## src/sppd_pkg.sv

```systemverilog
package sppd_pkg;

  typedef enum logic {
    KIND_PIXEL = 1'b0,
    KIND_FRAME = 1'b1
  } result_kind_t;

  localparam logic [15:0] POS_MARKER        = 16'd6;
  localparam logic [15:0] POS_MODE_TAG      = 16'd15;
  localparam logic [15:0] FIRST_SAMPLE_BYTE = 16'd17;
  localparam logic [15:0] POS_LAST          = 16'hFFFF;

  localparam logic [2:0] MARKER_LINE      = 3'd1;
  localparam logic [2:0] MARKER_MODE      = 3'd3;
  localparam logic [2:0] MARKER_FRAME_END = 3'd5;

  localparam logic [5:0] GOOD_TAG = 6'd21;

  localparam logic [9:0] MAX_SAMPLES = 10'd814;

  // value / 16384000 = (value >> 17) / 125
  localparam logic [23:0] SAT_LIMIT = 24'd8192000;  // 65536 * 125
  localparam logic [23:0] RECIP_125 = 24'd8589935;  // ceil(2^30 / 125)
  localparam int          RECIP_SHIFT = 30;

  // sign/exponent/significand word to clamped integer pixel
  function automatic logic [15:0] decode_pixel(input logic [7:0] hi, input logic [7:0] lo);
    logic [9:0]  sig;
    logic [4:0]  expo;
    logic [40:0] shifted;
    logic [23:0] scaled;
    logic [46:0] prod;
    logic [15:0] q;
    sig     = {hi[1:0], lo};
    expo    = hi[6:2];
    shifted = {31'b0, sig} << expo;
    scaled  = shifted[40:17];
    prod    = {24'b0, scaled[22:0]} * {23'b0, RECIP_125};
    q       = prod[RECIP_SHIFT+15:RECIP_SHIFT];
    if (hi[7]) begin
      decode_pixel = 16'd0;
    end else if (scaled >= SAT_LIMIT) begin
      decode_pixel = 16'hFFFF;
    end else begin
      decode_pixel = q;
    end
  endfunction

endpackage

```

## src/scatterometer_packet_pixel_decoder.sv

```systemverilog
// Channel  Handshake             Payload
// -------  --------------------  -----------------------------------------------
// in       in_valid / in_ready   data_byte, packet_end, packet_length
// out      out_valid / out_ready result_kind, channel, line_index, column_index,
//                                pixel_value, polarization_set, image_number
// cfg      cfg_valid / cfg_ready cfg_data (samples_per_line)
//
// One byte per cycle sustained while out_ready is high: a byte is held in the input
// register, then its decode (shift, reciprocal multiply, clamp) and the packet state
// update land in the output register once that register is free to advance.
// Reset (rst, synchronous) clears packet state, counters and both valid flags;
// samples_per_line returns to 814. When out_ready is low the output register
// holds and the input register fills; in_ready drops only with both full.
module scatterometer_packet_pixel_decoder #(
  parameter int MAX_LINES        = 4096,
  parameter int MIN_PACKET_BYTES = 1645
) (
  input  logic                  clk,
  input  logic                  rst,
  // byte stream
  input  logic                  in_valid,
  output logic                  in_ready,
  input  logic [7:0]            data_byte,
  input  logic                  packet_end,
  input  logic [15:0]           packet_length,
  // results
  output logic                  out_valid,
  input  logic                  out_ready,
  output sppd_pkg::result_kind_t result_kind,
  output logic                  channel,
  output logic [11:0]           line_index,
  output logic [9:0]            column_index,
  output logic [15:0]           pixel_value,
  output logic                  polarization_set,
  output logic [15:0]           image_number,
  // configuration
  input  logic                  cfg_valid,
  output logic                  cfg_ready,
  input  logic [9:0]            cfg_data
);
  import sppd_pkg::*;

  // line counter saturates at min(MAX_LINES-1, 4095)
  localparam logic [11:0] LINE_CAP = ((MAX_LINES - 1) > 4095) ? 12'd4095 : 12'(MAX_LINES - 1);
  localparam logic [15:0] MIN_LEN  = 16'(MIN_PACKET_BYTES);

  // configuration register
  logic [9:0] samples_per_line;
  logic [9:0] spl;

  // input register
  logic        s1_valid;
  logic [7:0]  s1_byte;
  logic        s1_end;
  logic [15:0] s1_len;

  // packet state
  logic [15:0] byte_position, byte_position_next;
  logic        packet_valid, packet_valid_next;
  logic [2:0]  current_marker, current_marker_next;
  logic [2:0]  previous_marker, previous_marker_next;
  logic [5:0]  mode_tag, mode_tag_next;
  logic [7:0]  high_byte_hold, high_byte_hold_next;
  logic [11:0] line_count, line_count_next;
  logic [15:0] image_count, image_count_next;

  // result of the byte in the input register
  logic         res_valid;
  result_kind_t res_kind;
  logic         res_channel;
  logic [11:0]  res_line;
  logic [9:0]   res_column;
  logic [15:0]  res_pixel;
  logic         res_pol;
  logic [15:0]  res_image;

  logic        advance;
  logic        s1_fire;
  logic        pkt_ok;
  logic [15:0] sample_off;
  logic [14:0] col;

  assign cfg_ready = 1'b1;
  assign advance   = !out_valid || out_ready;
  assign s1_fire   = s1_valid && advance;
  assign in_ready  = !s1_valid || advance;

  // out-of-range register values fold into 1..814
  always_comb begin
    if (samples_per_line == 10'd0) begin
      spl = 10'd1;
    end else if (samples_per_line > MAX_SAMPLES) begin
      spl = MAX_SAMPLES;
    end else begin
      spl = samples_per_line;
    end
  end

  assign sample_off = byte_position - FIRST_SAMPLE_BYTE;
  assign col        = sample_off[15:1];

  always_comb begin
    byte_position_next   = byte_position;
    current_marker_next  = current_marker;
    previous_marker_next = previous_marker;
    mode_tag_next        = mode_tag;
    high_byte_hold_next  = high_byte_hold;
    line_count_next      = line_count;
    image_count_next     = image_count;
    res_valid   = 1'b0;
    res_kind    = KIND_PIXEL;
    res_channel = 1'b0;
    res_line    = 12'd0;
    res_column  = 10'd0;
    res_pixel   = 16'd0;
    res_pol     = 1'b0;
    res_image   = 16'd0;

    // length check happens on byte 0 only
    pkt_ok = (byte_position == 16'd0) ? (s1_len >= MIN_LEN) : packet_valid;
    packet_valid_next = pkt_ok;

    if (pkt_ok) begin
      if (byte_position == POS_MARKER) begin
        current_marker_next  = s1_byte[5:3];
        previous_marker_next = s1_byte[5:3];
        // marker 5 then marker 1: frame closes
        if (previous_marker == MARKER_FRAME_END && s1_byte[5:3] == MARKER_LINE) begin
          res_valid = 1'b1;
          res_kind  = KIND_FRAME;
          res_line  = line_count;
          if (mode_tag == GOOD_TAG) begin
            image_count_next = image_count + 16'd1;
            res_pol          = 1'b0;
          end else begin
            res_pol          = 1'b1;
          end
          res_image       = image_count_next;
          line_count_next = 12'd0;
        end
      end else if (byte_position == POS_MODE_TAG) begin
        if (current_marker == MARKER_MODE) begin
          mode_tag_next = s1_byte[7:2];
        end
      end else if (byte_position >= FIRST_SAMPLE_BYTE && current_marker <= MARKER_LINE) begin
        if (!sample_off[0]) begin
          high_byte_hold_next = s1_byte;
        end else if (col < {5'b0, spl}) begin
          res_valid   = 1'b1;
          res_kind    = KIND_PIXEL;
          res_channel = current_marker[0];
          res_line    = line_count;
          res_column  = col[9:0];
          res_pixel   = decode_pixel(high_byte_hold, s1_byte);
          // last sample of a marker-1 packet ends a line
          if (col[9:0] == spl - 10'd1 && current_marker == MARKER_LINE &&
              line_count < LINE_CAP) begin
            line_count_next = line_count + 12'd1;
          end
        end
      end
    end

    if (s1_end) begin
      byte_position_next = 16'd0;
    end else if (byte_position != POS_LAST) begin
      byte_position_next = byte_position + 16'd1;
    end
  end

  always_ff @(posedge clk) begin
    if (rst) begin
      samples_per_line <= MAX_SAMPLES;
      s1_valid         <= 1'b0;
      out_valid        <= 1'b0;
      byte_position    <= 16'd0;
      packet_valid     <= 1'b0;
      current_marker   <= 3'd0;
      previous_marker  <= 3'd0;
      mode_tag         <= 6'd0;
      high_byte_hold   <= 8'd0;
      line_count       <= 12'd0;
      image_count      <= 16'd0;
    end else begin
      if (cfg_valid && cfg_ready) begin
        samples_per_line <= cfg_data;
      end
      if (in_ready) begin
        s1_valid <= in_valid;
      end
      if (advance) begin
        out_valid <= s1_valid && res_valid;
      end
      if (s1_fire) begin
        byte_position   <= byte_position_next;
        packet_valid    <= packet_valid_next;
        current_marker  <= current_marker_next;
        previous_marker <= previous_marker_next;
        mode_tag        <= mode_tag_next;
        high_byte_hold  <= high_byte_hold_next;
        line_count      <= line_count_next;
        image_count     <= image_count_next;
      end
    end
  end

  // payload registers, no reset
  always_ff @(posedge clk) begin
    if (in_valid && in_ready) begin
      s1_byte <= data_byte;
      s1_end  <= packet_end;
      s1_len  <= packet_length;
    end
    if (advance) begin
      result_kind      <= res_kind;
      channel          <= res_channel;
      line_index       <= res_line;
      column_index     <= res_column;
      pixel_value      <= res_pixel;
      polarization_set <= res_pol;
      image_number     <= res_image;
    end
  end

  // back-pressure only when both stages hold a transaction
  assert property (@(posedge clk) disable iff (rst)
    !in_ready |-> (s1_valid && out_valid))
    else $error("in_ready low with a free stage");

  assert property (@(posedge clk) disable iff (rst)
    line_count <= LINE_CAP)
    else $error("line count past its cap");

  assert property (@(posedge clk) disable iff (rst)
    out_valid && result_kind == KIND_PIXEL |-> column_index < MAX_SAMPLES && !polarization_set)
    else $error("pixel transaction with bad column or frame fields");

  assert property (@(posedge clk) disable iff (rst)
    out_valid && result_kind == KIND_FRAME |-> column_index == 10'd0 && pixel_value == 16'd0)
    else $error("frame transaction with pixel fields set");

  // a frame event restarts line counting
  assert property (@(posedge clk) disable iff (rst)
    advance && s1_valid && res_valid && res_kind == KIND_FRAME |=> line_count == 12'd0)
    else $error("line count not cleared after frame event");

endmodule

```

## config.mk

```make
export PLATFORM = sky130hd
export DESIGN_NAME = scatterometer_packet_pixel_decoder
export DESIGN_NICKNAME = d
export VERILOG_FILES = /design/src/sppd_pkg.sv /design/src/scatterometer_packet_pixel_decoder.sv
export SDC_FILE = /design/constraint.sdc
export NUM_CORES = 1
export LEC_CHECK = 0
export BUFFER_PORTS_ARGS = -buffer_cell sky130_fd_sc_hd__buf_2
export CAP_MARGIN = 20
export CORE_ASPECT_RATIO = 1.5
export CORE_UTILIZATION = 52
export CTS_CLUSTER_SIZE = 16
export DETAILED_ROUTE_END_ITERATION = 10
export PLACE_DENSITY = 0.71
export SYNTH_ARGS = -nofsm -noshare
export SYNTH_HDL_FRONTEND = slang
export SYNTH_SLANG_ARGS = --single-unit
```

## constraint.sdc

```tcl
create_clock -name clk -period 7.3 [get_ports clk]
set_clock_uncertainty 0.2 [all_clocks]
set_input_delay 2.19 -clock clk [delete_from_list [all_inputs] [get_ports clk]]
set_output_delay 2.19 -clock clk [all_outputs]
set_load 0.02 [all_outputs]
```

==> out/qor.yml <==
routing:
  wl_per_cell_um: 18.99
  drt_iter0_markers: 399
  drt_wl_total_um: 47140
  first_pass_iters: 5
  viasPerCell: 5.432
  via_count: 13480
  post-route-drc-count: 0
  detail-route-antenna-nets: 0
worst_hold_path:
  hold-path-cell-count: 2
  hp-class: "reg -> reg"
  holdCritStartpoint: "previous_marker[0]"
  min_to: "previous_marker[0]"
logic_synthesis:
  synth-edff-count: 82
  ys.warnings.count: 0
  yosys.cell_types.count: 83
  asyncSetResetFlopFracSynth_pct: 0
  yosysTopAreaCell: "ha_1"
  ys.flop_type: "edfxtp_1"
  syn_avg_cell_area_um2: 9.613
  netlist.area_leader.share_pct: 19.46
  post_synth_inst_count: 1739
  cell_types_occupying_the_most_area_after_synthesis: "ha_1 19%, fa_1 18%, edfxtp_1 15%"
  syn_area_mm2: 0.01672
  syn-num-nets: 2192
  synth.ff_latch_count: 156
  yosysSeqAreaShare_pct: 23.59
floorplan:
  design.die.area_mm2: 0.03288
  vert_die_dim_um: 221.6
  dieWidth_um: 148.4
  fp.coreArea_mm2: 0.03173
  io_pins: 100
  effective_utilization_at_floorplan_pct: 52.69
  rows: 80
sta:
  fin_max_slew_vios: 0
  worst_slack_ns: -0.2793
  period_minus_slack_ns: 7.579
  max_freq_mhz: 131.9
  final.period_utilization_pct: 103.8
  max_slew.worst_pin.slew_ns: 0.9728
  setup_viol_count_final: 14
  grt_setup_unrepaired: "true"
  report.final.hold_viol_count: 0
  slew-limit-headroom_pct: 35.14
setup_path:
  path_common_cell: "fa_1"
  critPathCaptureType: "flop"
  path_class: "reg -> reg"
  regToRegStartpoint: "s1_byte[6]"
  crit_path_top_delay_cell: "fa_1"
  critical_path.max_fanout: 4
  reg2reg_setup_slack_ns: -0.28
  crit_path_max_incr_delay_ns: 0.54
  cp-start-kind: "flop"
  rr_endpoint: "pixel_value[15]"
  timing.critical_path.from: "s1_byte[6]"
  arrival_ns: 7.55
  critPathRequiredTime_ns: 7.27
  worst-r2r-cell-count: 27
clock_tree:
  ctsHoldBuffers: 0
  clk_root_buf: "clkbuf_16"
  cts_inserted_buffers: 17
  tritoncts: "done"
  cts_clock_pin_slew_for_the_worst_setup_and_hold_paths_ns: 0.07
  cts_buffer_depth: 2
  clkLatencyLatePin_ns: 0.45
  clock_tree.htree_level_count: 4
  cts_num_sinks: 156
layout:
  antenna-diode-count: 0
  num-nets-final: 2512
  area_growth_syn_to_layout_pct: 26.46
  drive_gt1_share_pct: 28.91
  final_util_pct: 66.63
  final_cell_area_mm2: 0.02114
global_routing:
  first_global_vias: 14570
  global_route.usage.total_pct: 29.37
  grt_first_pass_wirelength_um: 73670
  pin_count_of_the_biggest_net_entering_global_routing: 61
  grt.overflow.total: 0
  number_of_antenna_violations_at_the_first_check_in_global_routing: 0
power_and_ir_drop:
  powerDensity_mw_per_mm2: 98.33
  irDropWorstVdd_v: 0.0001984
  leakagePower_nw: 10.70
placed_design:
  io_buffer_count: 98
  detailedPlacementHpwl_um: 38900
  detailed_place.area_mm2: 0.01938
  routabilityCongestion: 0.9923
status:
  failed_checks: "setup timing"
  outcome: "finished with violations"
run:
  drv_cap: 0
## synthesized netlist by cell type, types with 6 or more instances
cell	instances
a211oi_1	9
a21o_1	34
a21oi_1	82
a31oi_1	9
and2_1	12
and3_1	19
and4_1	7
buf_2	7
clkbuf_1	30
dfxtp_1	74
edfxtp_1	82
fa_1	153
ha_1	260
inv_1	325
mux2_2	6
mux2i_1	36
nand2_1	87
nand2b_1	10
nand3_1	32
nand4_1	24
nor2_1	127
nor2b_1	27
nor3_1	27
nor4_1	8
o211ai_1	10
o21a_1	7
o21ai_0	38
o21bai_1	9
or2_2	11
or3_1	13
xnor2_1	45
xor2_1	28
## where the power goes
group	total, mW	internal, mW	switching [mW]	leakage (nW)
clock	1.02	0.620	0.396	0.330
sequential	0.949	0.931	0.0181	1.55
combinational	0.113	0.0505	0.0627	8.82
total	2.08	1.60	0.477	10.7
## per-stage QoR
| step | instances | TNS [ns] | power, mW | setup slack, ns | hold WS, ns |
|---|---|---|---|---|---|
| 2_1_floorplan | 1739 | 0 | 1.029 | 0.001332 | 0.2495 |
| 3_3_place_gp | 2417 | -5.562 | 1.069 | -0.5713 | 0.2627 |
| 3_5_place_dp | 2417 | -6.536 | 1.072 | -0.6248 | 0.2753 |
| 4_1_cts | 2474 | -1.457 | 2.084 | -0.1998 | 0.2833 |
| 5_1_grt | 2482 | -5.943 | 2.133 | -0.5695 | 0.3156 |
| 6_report | 2482 | -1.641 | 2.079 | -0.2793 | 0.2929 |
## logic make-up after synthesis
kind of cell / after synthesis / share of synthesized area, %
AND/OR/NAND/NOR: 432 / 13.12
adder cells (fa/ha/maj): 413 / 37.78
buffers and inverters: 371 / 8.517
AO/OA/AOI/OAI: 243 / 9.670
flip-flops: 156 / 23.59
XOR/XNOR: 77 / 4.386
multiplexers: 46 / 2.911
other: 1 / 0.02243
## layout by cell type, fill, tap and decap left out, types with 7 or more instances in the layout
cell type	netlist	layout
a211oi_1	9	7
a21o_1	34	34
a21oi_1	82	68
a21oi_2	0	10
a31oi_1	9	9
and2_1	12	10
and3_1	19	18
buf_2	7	98
buf_4	2	233
buf_6	2	10
clkbuf_16	0	17
dfxtp_1	74	72
edfxtp_1	82	82
fa_1	153	130
fa_2	0	23
ha_1	260	220
ha_2	0	7
ha_4	0	33
inv_1	325	283
inv_2	0	37
mux2i_1	36	28
nand2_1	87	78
nand2_2	1	9
nand2b_1	10	9
nand3_1	32	27
nand4_1	24	24
nor2_1	127	120
nor2b_1	27	26
nor3_1	27	22
o211ai_1	10	10
o21ai_0	38	30
o21ai_2	0	7
o21bai_1	9	8
or2_2	11	11
or3_1	13	13
xnor2_1	45	42
xor2_1	28	28
## worst max-delay path, delay by kind of cell, from the launching register on
family / cells / cell delay, ns
adder cells (fa/ha/maj): 8 / 3.10
flip-flops: 1 / 0.51
AO/OA/AOI/OAI: 6 / 1.33
buffers and inverters: 5 / 0.23
AND/OR/NAND/NOR: 4 / 0.66
multiplexers: 3 / 1.12
XOR/XNOR: 1 / 0.16
## worst max-delay path by stage
| stage | endpoint | cells after the start | slack (ns) |
|---|---|---|---|
| 2_1_floorplan | pixel_value[15] | 26 | 0.001 |
| 3_5_place_dp | pixel_value[3] | 30 | -0.62 |
| 4_1_cts | pixel_value[14] | 33 | -0.20 |
| 3_3_place_gp | pixel_value[3] | 30 | -0.57 |
| 6_report | pixel_value[15] | 27 | -0.28 |
| 5_1_grt | pixel_value[15] | 33 | -0.57 |
## flip-flops by register name, summed over array words and instances (netlist names), 3 cells and up
| register | count |
|---|---|
| line_count | 12 |
| pixel_value | 16 |
| samples_per_line | 10 |
| line_index | 12 |
| high_byte_hold | 8 |
| previous_marker | 3 |
| mode_tag | 6 |
| byte_position | 16 |
| s1_byte | 8 |
| image_count | 16 |
| image_number | 16 |
| column_index | 10 |
| s1_len | 16 |
## final cells by class
type	instances	area [µm²]
clock inverters	15	255.2
flip-flops and latches	156	3946
repair buffers	347	2475
well taps	410	513.0
fillers	2471	10590
clock buffers	17	425.4
inverters	325	1232
multi-input cells	1212	12290
## routing by layer
metal  routed length [µm]  vias to the layer above  track usage, %  part of all wire, %
met2                26590                      311           57.96                   56
met3                 1149                      154           3.436                  2.4
met5                    0                        -               0                    0
met1                16100                     6551           27.72                   34
met4                 3298                        0           19.02                  7.0
li1                     -                     6466               -                    -
## timing repair
item,CTS,global route
buffers inserted,25,7
pin swaps,110,70
gates cloned,0,0
gates resized for setup,135,57
setup endpoints to repair,16,16
Power figures use the tool's default switching activity.
